==> src/rtl/tspb_pkg.sv <==
package tspb_pkg;

    // Slots per frame; each slot drives channel s and channel s + MAX_SLOTS.
    localparam int MAX_SLOTS = 6;
    localparam int NUM_CH    = 2 * MAX_SLOTS;

    localparam int TICK_W    = 16;
    localparam int VAL_W     = 13;
    localparam int CH_W      = 4;
    localparam int SLOT_W    = 3;
    localparam int CFG_IDX_W = 4;
    localparam int CFG_W     = 16;

    // Item operation codes.
    localparam logic [1:0] OP_TICK = 2'd0;
    localparam logic [1:0] OP_POS  = 2'd1;
    localparam logic [1:0] OP_TRIM = 2'd2;

    // Configuration register indexes.
    localparam logic [CFG_IDX_W-1:0] REG_SLOT_TICKS   = 4'd0;
    localparam logic [CFG_IDX_W-1:0] REG_GAP_TICKS    = 4'd1;
    localparam logic [CFG_IDX_W-1:0] REG_ACTIVE_SLOTS = 4'd2;
    localparam logic [CFG_IDX_W-1:0] REG_INVERT_MASK  = 4'd3;

    // Reset values of the configuration registers.
    localparam logic [TICK_W-1:0] SLOT_TICKS_RST   = 16'd6000;
    localparam logic [TICK_W-1:0] GAP_TICKS_RST    = 16'd2000;
    localparam logic [SLOT_W-1:0] ACTIVE_SLOTS_RST = 3'd6;
    localparam logic [NUM_CH-1:0] INVERT_MASK_RST  = 12'd1228;

    typedef struct packed {
        logic [TICK_W-1:0] slot_ticks;
        logic [TICK_W-1:0] gap_ticks;
        logic [SLOT_W-1:0] active_slots;
        logic [NUM_CH-1:0] invert_mask;
    } cfg_t;

    typedef struct packed {
        logic [1:0]              op;
        logic [CH_W-1:0]         channel;
        logic signed [VAL_W-1:0] value;
    } item_t;

    typedef struct packed {
        logic [TICK_W-1:0] width_a;
        logic [TICK_W-1:0] width_b;
    } slot_width_t;

    typedef struct packed {
        logic [NUM_CH-1:0] pins;
        logic [SLOT_W-1:0] slot;
        logic              frame_start;
    } result_t;

endpackage

==> src/rtl/tspb_chan_table.sv <==
// Position and trim storage, split into the low and high channel banks so that
// each bank is read at the one slot about to begin, plus the logic that computes the widths to latch.
module tspb_chan_table (
    input  logic                                clk,
    input  logic                                rst_n,
    input  logic                                fire,
    input  tspb_pkg::item_t                     item,
    input  tspb_pkg::cfg_t                      cfg,
    input  logic [tspb_pkg::SLOT_W-1:0]         rd_slot,
    output tspb_pkg::slot_width_t               widths
);

    logic signed [tspb_pkg::VAL_W-1:0] pos_a_reg  [tspb_pkg::MAX_SLOTS];
    logic signed [tspb_pkg::VAL_W-1:0] pos_b_reg  [tspb_pkg::MAX_SLOTS];
    logic signed [tspb_pkg::VAL_W-1:0] trim_a_reg [tspb_pkg::MAX_SLOTS];
    logic signed [tspb_pkg::VAL_W-1:0] trim_b_reg [tspb_pkg::MAX_SLOTS];

    logic                              ch_ok;
    logic                              ch_high;
    logic [tspb_pkg::CH_W-1:0]         ch_off;
    logic [tspb_pkg::SLOT_W-1:0]       wr_idx;
    logic                              rd_ok;
    logic [tspb_pkg::CH_W-1:0]         rd_ch_b;
    logic signed [tspb_pkg::VAL_W-1:0] pa;
    logic signed [tspb_pkg::VAL_W-1:0] pb;
    logic signed [tspb_pkg::VAL_W-1:0] ta;
    logic signed [tspb_pkg::VAL_W-1:0] tb;
    logic                              inv_a;
    logic                              inv_b;

    // Width is 2*(trim+position) clamped to 0..slot_ticks, mirrored for
    // inverted channels.
    function automatic logic [tspb_pkg::TICK_W-1:0] width_of(
        input logic signed [tspb_pkg::VAL_W-1:0] p,
        input logic signed [tspb_pkg::VAL_W-1:0] t,
        input logic [tspb_pkg::TICK_W-1:0]       st,
        input logic                              inv
    );
        logic signed [tspb_pkg::VAL_W:0] sum;
        logic [tspb_pkg::VAL_W:0]        mag;
        logic [tspb_pkg::TICK_W-1:0]     clamped;
        sum = (tspb_pkg::VAL_W+1)'(p) + (tspb_pkg::VAL_W+1)'(t);
        mag = {sum[tspb_pkg::VAL_W-1:0], 1'b0};
        if (sum[tspb_pkg::VAL_W]) begin
            clamped = '0;
        end
        else if (tspb_pkg::TICK_W'(mag) > st) begin
            clamped = st;
        end
        else begin
            clamped = tspb_pkg::TICK_W'(mag);
        end
        return inv ? (st - clamped) : clamped;
    endfunction

    assign ch_ok   = (item.channel < tspb_pkg::CH_W'(tspb_pkg::NUM_CH));
    assign ch_high = (item.channel >= tspb_pkg::CH_W'(tspb_pkg::MAX_SLOTS));
    assign ch_off  = ch_high ? (item.channel - tspb_pkg::CH_W'(tspb_pkg::MAX_SLOTS))
                             : item.channel;
    assign wr_idx  = ch_off[tspb_pkg::SLOT_W-1:0];

    always_ff @(posedge clk or negedge rst_n)
    begin
        if (!rst_n)
        begin
            for (int i = 0; i < tspb_pkg::MAX_SLOTS; i++)
            begin
                pos_a_reg[i]  <= '0;
                pos_b_reg[i]  <= '0;
                trim_a_reg[i] <= '0;
                trim_b_reg[i] <= '0;
            end
        end
        else if (fire && ch_ok)
        begin
            if (item.op == tspb_pkg::OP_POS)
            begin
                if (ch_high)
                begin
                    pos_b_reg[wr_idx] <= item.value;
                end
                else
                begin
                    pos_a_reg[wr_idx] <= item.value;
                end
            end
            else if (item.op == tspb_pkg::OP_TRIM)
            begin
                if (ch_high)
                begin
                    trim_b_reg[wr_idx] <= item.value;
                end
                else
                begin
                    trim_a_reg[wr_idx] <= item.value;
                end
            end
        end
    end

    // While the last slot of a six-slot frame runs, the slot index points past the
    // last bank entry; that read is never used, so it returns zero.
    assign rd_ok   = (rd_slot < tspb_pkg::SLOT_W'(tspb_pkg::MAX_SLOTS));
    assign rd_ch_b = tspb_pkg::CH_W'(rd_slot) + tspb_pkg::CH_W'(tspb_pkg::MAX_SLOTS);

    always_comb
    begin
        pa    = '0;
        pb    = '0;
        ta    = '0;
        tb    = '0;
        inv_a = 1'b0;
        inv_b = 1'b0;
        if (rd_ok)
        begin
            pa    = pos_a_reg[rd_slot];
            pb    = pos_b_reg[rd_slot];
            ta    = trim_a_reg[rd_slot];
            tb    = trim_b_reg[rd_slot];
            inv_a = cfg.invert_mask[rd_slot];
            inv_b = cfg.invert_mask[rd_ch_b];
        end
    end

    assign widths.width_a = width_of(pa, ta, cfg.slot_ticks, inv_a);
    assign widths.width_b = width_of(pb, tb, cfg.slot_ticks, inv_b);

endmodule

==> src/rtl/tspb_sequencer.sv <==
// Slot and gap sequencer: tick counter, slot index, latched widths and pin
// levels. Presents the next-state result for the output register.
module tspb_sequencer (
    input  logic                                clk,
    input  logic                                rst_n,
    input  logic                                fire,
    input  tspb_pkg::item_t                     item,
    input  tspb_pkg::cfg_t                      cfg,
    input  tspb_pkg::slot_width_t               widths,
    output logic [tspb_pkg::SLOT_W-1:0]         rd_slot,
    output tspb_pkg::result_t                   result
);

    logic [tspb_pkg::SLOT_W-1:0] slot_index_reg;
    logic [tspb_pkg::SLOT_W-1:0] slot_index_next;
    logic [tspb_pkg::TICK_W-1:0] tick_count_reg;
    logic [tspb_pkg::TICK_W-1:0] tick_count_next;
    logic [tspb_pkg::TICK_W-1:0] width_a_reg;
    logic [tspb_pkg::TICK_W-1:0] width_a_next;
    logic [tspb_pkg::TICK_W-1:0] width_b_reg;
    logic [tspb_pkg::TICK_W-1:0] width_b_next;
    logic [tspb_pkg::NUM_CH-1:0] pins_reg;
    logic [tspb_pkg::NUM_CH-1:0] pins_next;

    logic [tspb_pkg::SLOT_W-1:0] act;
    logic [tspb_pkg::TICK_W-1:0] count;
    logic                        done;
    logic                        fs;
    logic [tspb_pkg::SLOT_W-1:0] cur_a;
    logic [tspb_pkg::NUM_CH-1:0] run_bits;
    logic [tspb_pkg::NUM_CH-1:0] bit_a;
    logic [tspb_pkg::NUM_CH-1:0] bit_b;
    logic [tspb_pkg::NUM_CH-1:0] new_a;
    logic [tspb_pkg::NUM_CH-1:0] new_b;

    // Active slot count saturated to 1..MAX_SLOTS.
    always_comb
    begin
        if (cfg.active_slots == '0)
        begin
            act = tspb_pkg::SLOT_W'(1);
        end
        else if (cfg.active_slots > tspb_pkg::SLOT_W'(tspb_pkg::MAX_SLOTS))
        begin
            act = tspb_pkg::SLOT_W'(tspb_pkg::MAX_SLOTS);
        end
        else
        begin
            act = cfg.active_slots;
        end
    end

    assign rd_slot = slot_index_reg;
    assign count   = tick_count_reg + tspb_pkg::TICK_W'(1);
    assign cur_a   = slot_index_reg - tspb_pkg::SLOT_W'(1);
    assign bit_a   = tspb_pkg::NUM_CH'(1) << cur_a;
    assign bit_b   = tspb_pkg::NUM_CH'(1) << (tspb_pkg::CH_W'(cur_a)
                     + tspb_pkg::CH_W'(tspb_pkg::MAX_SLOTS));
    assign new_a   = tspb_pkg::NUM_CH'(1) << slot_index_reg;
    assign new_b   = tspb_pkg::NUM_CH'(1) << (tspb_pkg::CH_W'(slot_index_reg)
                     + tspb_pkg::CH_W'(tspb_pkg::MAX_SLOTS));

    always_comb
    begin
        slot_index_next = slot_index_reg;
        tick_count_next = tick_count_reg;
        width_a_next    = width_a_reg;
        width_b_next    = width_b_reg;
        run_bits        = pins_reg;
        pins_next       = pins_reg;
        done            = 1'b0;
        fs              = 1'b0;
        if (item.op == tspb_pkg::OP_TICK)
        begin
            if (slot_index_reg != '0)
            begin
                if (count >= width_a_reg)
                begin
                    run_bits = run_bits & ~bit_a;
                end
                if (count >= width_b_reg)
                begin
                    run_bits = run_bits & ~bit_b;
                end
                if (count >= cfg.slot_ticks)
                begin
                    run_bits = run_bits & ~(bit_a | bit_b);
                    done     = 1'b1;
                end
            end
            else if (count >= cfg.gap_ticks)
            begin
                done = 1'b1;
            end
            pins_next = run_bits;
            if (done)
            begin
                tick_count_next = '0;
                if (slot_index_reg < act)
                begin
                    width_a_next = widths.width_a;
                    width_b_next = widths.width_b;
                    if (widths.width_a != '0)
                    begin
                        pins_next = pins_next | new_a;
                    end
                    if (widths.width_b != '0)
                    begin
                        pins_next = pins_next | new_b;
                    end
                    fs              = (slot_index_reg == '0);
                    slot_index_next = slot_index_reg + tspb_pkg::SLOT_W'(1);
                end
                else
                begin
                    slot_index_next = '0;
                end
            end
            else
            begin
                tick_count_next = count;
            end
        end
    end

    assign result.pins        = pins_next;
    assign result.slot        = (slot_index_next == '0) ? act
                                : (slot_index_next - tspb_pkg::SLOT_W'(1));
    assign result.frame_start = fs;

    always_ff @(posedge clk or negedge rst_n)
    begin
        if (!rst_n)
        begin
            slot_index_reg <= '0;
            tick_count_reg <= '0;
            width_a_reg    <= '0;
            width_b_reg    <= '0;
            pins_reg       <= '0;
        end
        else if (fire)
        begin
            slot_index_reg <= slot_index_next;
            tick_count_reg <= tick_count_next;
            width_a_reg    <= width_a_next;
            width_b_reg    <= width_b_next;
            pins_reg       <= pins_next;
        end
    end

`ifndef SYNTHESIS
    a_slot_range: assert property (@(posedge clk) disable iff (!rst_n)
        slot_index_reg <= tspb_pkg::SLOT_W'(tspb_pkg::MAX_SLOTS))
        else $error("slot index beyond the last slot");

    a_gap_quiet: assert property (@(posedge clk) disable iff (!rst_n)
        (slot_index_reg == '0) |-> (pins_reg == '0))
        else $error("pin high during the gap");

    a_two_pins: assert property (@(posedge clk) disable iff (!rst_n)
        $countones(pins_reg) <= 2)
        else $error("more than the two channels of one slot are high");
`endif

endmodule

==> src/rtl/timeslot_servo_pwm_bank_core.sv <==
// Time-multiplexed servo pulse generator for twelve channels. Every input
// transfer is a tick of the pulse timebase, a position write or a trim write;
// every input transfer yields exactly one output transfer carrying the pin
// levels, the current slot number (the active slot count while the gap runs)
// and a frame-start flag. The block takes one transfer per clock for as long
// as the output side keeps taking results. A result is registered: the item
// is held in the input register, passes through the sequencer into the output
// register once that register is free or being emptied, and the output
// transfer then completes when the receiver takes it.
// That single register-to-register pass through the width latch and tick
// compare sets the rate. Configuration must only be written while no transfer
// is in flight.
module timeslot_servo_pwm_bank_core (
    input  logic                              clk,
    input  logic                              rst_n,
    // Input stream.
    input  logic                              s_tvalid,
    output logic                              s_tready,
    input  logic [23:0]                       s_tdata,  // [3:0] channel, [16:4] value, rest zero
    input  logic [1:0]                        s_tuser,  // [1:0] op
    // Output stream.
    output logic                              m_tvalid,
    input  logic                              m_tready,
    output logic [15:0]                       m_tdata,  // [11:0] pins, [14:12] slot, rest zero
    output logic [0:0]                        m_tuser,  // [0] frame_start
    // Configuration write port.
    input  logic                              cfg_we,
    input  logic [tspb_pkg::CFG_IDX_W-1:0]    cfg_index,
    input  logic [tspb_pkg::CFG_W-1:0]        cfg_data
);

    tspb_pkg::cfg_t         cfg_reg;
    tspb_pkg::item_t        item_reg;
    logic                   in_valid_reg;
    tspb_pkg::result_t      res_reg;
    logic                   out_valid_reg;

    tspb_pkg::slot_width_t  widths;
    tspb_pkg::result_t      res_next;
    logic [tspb_pkg::SLOT_W-1:0] rd_slot;
    logic                   fire;
    logic                   in_take;

    // The sequencer works whenever an item is held and the output register
    // is free or being emptied in the same cycle.
    assign fire     = in_valid_reg && (!out_valid_reg || m_tready);
    assign s_tready = !in_valid_reg || fire;
    assign in_take  = s_tvalid && s_tready;

    // Configuration registers; unknown indexes are ignored.
    always_ff @(posedge clk or negedge rst_n)
    begin
        if (!rst_n)
        begin
            cfg_reg.slot_ticks   <= tspb_pkg::SLOT_TICKS_RST;
            cfg_reg.gap_ticks    <= tspb_pkg::GAP_TICKS_RST;
            cfg_reg.active_slots <= tspb_pkg::ACTIVE_SLOTS_RST;
            cfg_reg.invert_mask  <= tspb_pkg::INVERT_MASK_RST;
        end
        else if (cfg_we)
        begin
            case (cfg_index)
                tspb_pkg::REG_SLOT_TICKS:   cfg_reg.slot_ticks   <= cfg_data;
                tspb_pkg::REG_GAP_TICKS:    cfg_reg.gap_ticks    <= cfg_data;
                tspb_pkg::REG_ACTIVE_SLOTS:
                    cfg_reg.active_slots <= cfg_data[tspb_pkg::SLOT_W-1:0];
                tspb_pkg::REG_INVERT_MASK:
                    cfg_reg.invert_mask  <= cfg_data[tspb_pkg::NUM_CH-1:0];
                default: ;
            endcase
        end
    end

    // Input and output valid flags.
    always_ff @(posedge clk or negedge rst_n)
    begin
        if (!rst_n)
        begin
            in_valid_reg  <= 1'b0;
            out_valid_reg <= 1'b0;
        end
        else
        begin
            if (s_tready)
            begin
                in_valid_reg <= s_tvalid;
            end
            if (fire)
            begin
                out_valid_reg <= 1'b1;
            end
            else if (m_tready)
            begin
                out_valid_reg <= 1'b0;
            end
        end
    end

    // Payload registers carry no reset.
    always_ff @(posedge clk)
    begin
        if (in_take)
        begin
            item_reg.op      <= s_tuser;
            item_reg.channel <= s_tdata[tspb_pkg::CH_W-1:0];
            item_reg.value   <= s_tdata[tspb_pkg::CH_W+tspb_pkg::VAL_W-1:tspb_pkg::CH_W];
        end
        if (fire)
        begin
            res_reg <= res_next;
        end
    end

    tspb_chan_table u_table (
        .clk     (clk),
        .rst_n   (rst_n),
        .fire    (fire),
        .item    (item_reg),
        .cfg     (cfg_reg),
        .rd_slot (rd_slot),
        .widths  (widths)
    );

    tspb_sequencer u_seq (
        .clk     (clk),
        .rst_n   (rst_n),
        .fire    (fire),
        .item    (item_reg),
        .cfg     (cfg_reg),
        .widths  (widths),
        .rd_slot (rd_slot),
        .result  (res_next)
    );

    assign m_tvalid = out_valid_reg;
    assign m_tdata  = {1'b0, res_reg.slot, res_reg.pins};
    assign m_tuser  = res_reg.frame_start;

`ifndef SYNTHESIS
    a_stall_holds_item: assert property (@(posedge clk) disable iff (!rst_n)
        !s_tready |-> in_valid_reg)
        else $error("input stalled with no item held");

    a_frame_start_slot: assert property (@(posedge clk) disable iff (!rst_n)
        (out_valid_reg && res_reg.frame_start) |-> (res_reg.slot == '0))
        else $error("frame start reported outside slot zero");
`endif

endmodule

==> config.mk <==
export PLATFORM = sky130hd
export DESIGN_NAME = timeslot_servo_pwm_bank_core
export DESIGN_NICKNAME = d
export VERILOG_FILES = /design/src/rtl/tspb_pkg.sv /design/src/rtl/tspb_chan_table.sv /design/src/rtl/tspb_sequencer.sv /design/src/rtl/timeslot_servo_pwm_bank_core.sv
export SDC_FILE = /design/constraint.sdc
export NUM_CORES = 1
export LEC_CHECK = 0
export BUFFER_PORTS_ARGS = -buffer_cell sky130_fd_sc_hd__buf_2
export CAP_MARGIN = 5
export CORE_MARGIN = 5
export CORE_UTILIZATION = 43
export DETAILED_ROUTE_END_ITERATION = 8
export PLACE_DENSITY = 0.57
export SYNTH_ARGS = -nofsm -noshare
export SYNTH_HDL_FRONTEND = slang
export SYNTH_SLANG_ARGS = --single-unit
==> constraint.sdc <==
create_clock -name clk -period 17.5 [get_ports clk]
set_input_delay 3.5 -clock clk [delete_from_list [all_inputs] [get_ports clk]]
set_output_delay 3.5 -clock clk [all_outputs]
set_load 0.02 [all_outputs]
==> flow_metrics.tcl <==
set metrics [dict create \
    antenna_found_initial 0 \
    synthArstFlopShare_pct 92.4 \
    area_growth_pct 10.2 \
    finalClockSkew_ns 0.0517 \
    grt_max_degree 115 \
    die_h_um 259 \
    p_seq_share_pct 45.5 \
    clkPwrFrac_pct 36.3 \
    grt_pass1_vias 19512 \
    cp-end-kind "flip-flop" \
    cts-htree-levels 2 \
    routedWlPerCell_um 22.1 \
    postLayoutCoreUtil_pct 47.7 \
    drc 0 \
    outcome "completed" \
    place_area_um2 27700 \
    rsz0062_at_grt "no" \
    slew_viol_final 0 \
    clock_sinks 459 \
    min_period_over_period_pct 55.4 \
    synthTopCellsByArea "dfrtp_1, mux2_2, ha_1, mux4_2, edfxtp_1" \
    p_int_w 0.00211 \
    vias 18800 \
    yosys.area.top_type_share_pct 38.0 \
    insertion_delay_ns 0.62 \
    gp_routability_congestion 0.882 \
    synth.distinct_cells 86 \
    critPathMaxFanout 55 \
    initial_core_util_pct 43.3 \
    max_freq_mhz 103 \
    cpMaxStageDelayCell "buf_4" \
    synth_edf_count 35 \
    worstSetupStartpointType "flip-flop" \
    max_cap_violations 0 \
    power.switching_w 0.000816 \
    powerDensity_nw_per_um2 99.5 \
    post_cts_buffers 0 \
    crit_arrival_ns 10.04 \
    yosys.area.top_type "dfrtp_1" \
    numPortBuffers 61 \
    fin_setup_tns_ns 0 \
    num_rows 91 \
    yosys_warnings 0 \
    dp.cells 3105 \
    hold_buffers 0 \
    design_area_um2 29400 \
    yosysMostFrequentCell "dfrtp_1" \
    cts_root_buffer "clkbuf_16" \
    min-delay-path-class "reg -> reg" \
    synth.top_cells.by_count "dfrtp_1, mux2_2, nor2_1" \
    core_region_area_um2 61500 \
    cts_tree "done" \
    ys.flop_type "dfrtp_1" \
    critPathKind "reg -> reg" \
    synthCells 2360 \
    r2r_slack_ns 7.80 \
    swShare_pct 27.9 \
    fillers 5595 \
    vdd_drop_max_uv 79.9 \
    die_area_um2 67000 \
    maxSlewHeadroom_pct 24.3 \
    worstPathRequired_ns 17.85 \
    ctsResizeCount 0 \
    power_frac_comb_pct 18.2 \
    synth.avg_cell_area_um2 11.3 \
    n_antenna_cell 0 \
    syn_area_um2 26600 \
    clk_path_buf_depth 3 \
    cts-buffers-inserted 50 \
    crit_top_cell "nor2_1" \
    fin_crit_ns 9.70 \
    seq_area_frac_synth_pct 43.9 \
    io_pins 70 \
    dieWidth_um 259 \
    worst_slew_pin_slew_ns 1.13 \
    layout.nets 2586 \
    wl_mm 70.6 \
    cts.reportedPaths.clkPinSlew_ns 0.06 \
    final_cells 3197 \
    routed_via_density 5.88 \
    grt-ovfl-total 0 \
    grt_pass1_wl_mm 112 \
    leakage_nw 13.3 \
    drt_iter0_markers 979 \
    grt_usage_pct 20.9 \
    layout-drive-gt1-share_pct 28.2 \
    ys_ff_latch 459 \
    final-setup-viol-count 0 \
    hpwl_mm 49.0 \
    dr.pass1.iters 5 \
    finalHoldViolations 0 \
    cpPeakStageDelay_ns 0.72 \
    ant_nets 0 \
]
per-layer routing:
layer / routed length (um) / vias up / part of all wire [%] / GRT usage, %
li1: - / 8714 / - / -
met1: 32400 / 9604 / 46 / 29.1
met2: 33700 / 369 / 48 / 34.8
met3: 2560 / 113 / 3.6 / 2.51
met4: 2000 / 0 / 2.8 / 6.04
met5: 0 / - / 0 / 0
through the flow:
step / worst slack, ns / total power (W) / hold WS (ns)
2_1_floorplan: 8.32 / 0.00171 / 0.449
3_3_place_gp: 7.90 / 0.00185 / 0.466
3_5_place_dp: 7.82 / 0.00188 / 0.473
4_1_cts: 7.79 / 0.00295 / 0.485
5_1_grt: 7.25 / 0.00308 / 0.509
6_report: 7.80 / 0.00292 / 0.479
worst max-delay path, delay by kind of cell, from the launching register on:
family | cells | cell delay (ns)
compound gates | 12 | 4.09
simple gates | 10 | 1.90
flops | 1 | 0.71
fa+ha+maj | 4 | 1.29
buf+inv | 3 | 1.39
area by class of cell:
| type | count | area (um2) | area share [%] |
|---|---|---|---|
| Multi-Input combinational cell | 1679 | 14200 | 48.2 |
| Sequential cell | 459 | 11700 | 39.8 |
| Clock buffer | 67 | 1390 | 4.72 |
| Tap cell | 790 | 988 | 3.37 |
| Timing Repair Buffer | 85 | 508 | 1.73 |
| Inverter | 92 | 345 | 1.18 |
| Clock inverter | 25 | 278 | 0.946 |
power groups by stage:
stage	Combinational (W)	Clock, W	Sequential, W
6_report	0.000532	0.00106	0.00133
5_1_grt	0.000595	0.00114	0.00135
4_1_cts	0.000533	0.00109	0.00133
3_5_place_dp	0.000531	0	0.00135
3_3_place_gp	0.000510	0	0.00134
2_1_floorplan	0.000406	0	0.00130
kinds of logic after synthesis:
| logic type | count (synthesis) | share of synthesized area, % |
|---|---|---|
| multiplexers | 464 | 21.8 |
| flip-flops | 459 | 43.9 |
| AO/OA/AOI/OAI | 473 | 12.0 |
| adder cells (fa/ha/maj) | 168 | 8.01 |
| buffers and inverters | 223 | 3.24 |
| XOR/XNOR | 48 | 1.58 |
| AND/OR/NAND/NOR | 523 | 9.45 |
| other | 2 | 0.0282 |
placed cells by master, fill, tap and decap left out, types with 17 or more instances in the layout:
cell / count
mux2i_1: 19
nor3_1: 27
ha_1: 163
edfxtp_1: 35
nand2b_1: 35
mux2_2: 390
mux4_2: 53
a21oi_1: 82
inv_1: 91
o21ai_0: 121
buf_2: 60
dfstp_2: 20
dfrtp_1: 402
nand4_1: 18
a22oi_1: 53
nor2_1: 148
and2_1: 18
buf_4: 23
nand2_1: 141
clkbuf_16: 50
and3_1: 17
xnor2_1: 31
xor2_1: 17
a211oi_1: 30
nand3_1: 41
a21o_1: 43
path summary, 6_finish.rpt:
kind	from	end	cells after the start
hold reg to reg	u_seq.width_a_reg[5]	u_seq.width_a_reg[5]	2
max in group asynchronous	rst_n	u_table.pos_a_reg[34]	3
setup / recovery	u_seq.rd_slot[1]	m_tdata[0]	29
min in group asynchronous	rst_n	u_seq.pins_reg[7]	1
hold / removal	u_seq.width_a_reg[5]	u_seq.width_a_reg[5]	2
setup reg to reg	u_seq.rd_slot[1]	m_tdata[0]	29
Note: power is estimated with default switching activity, not from simulation.
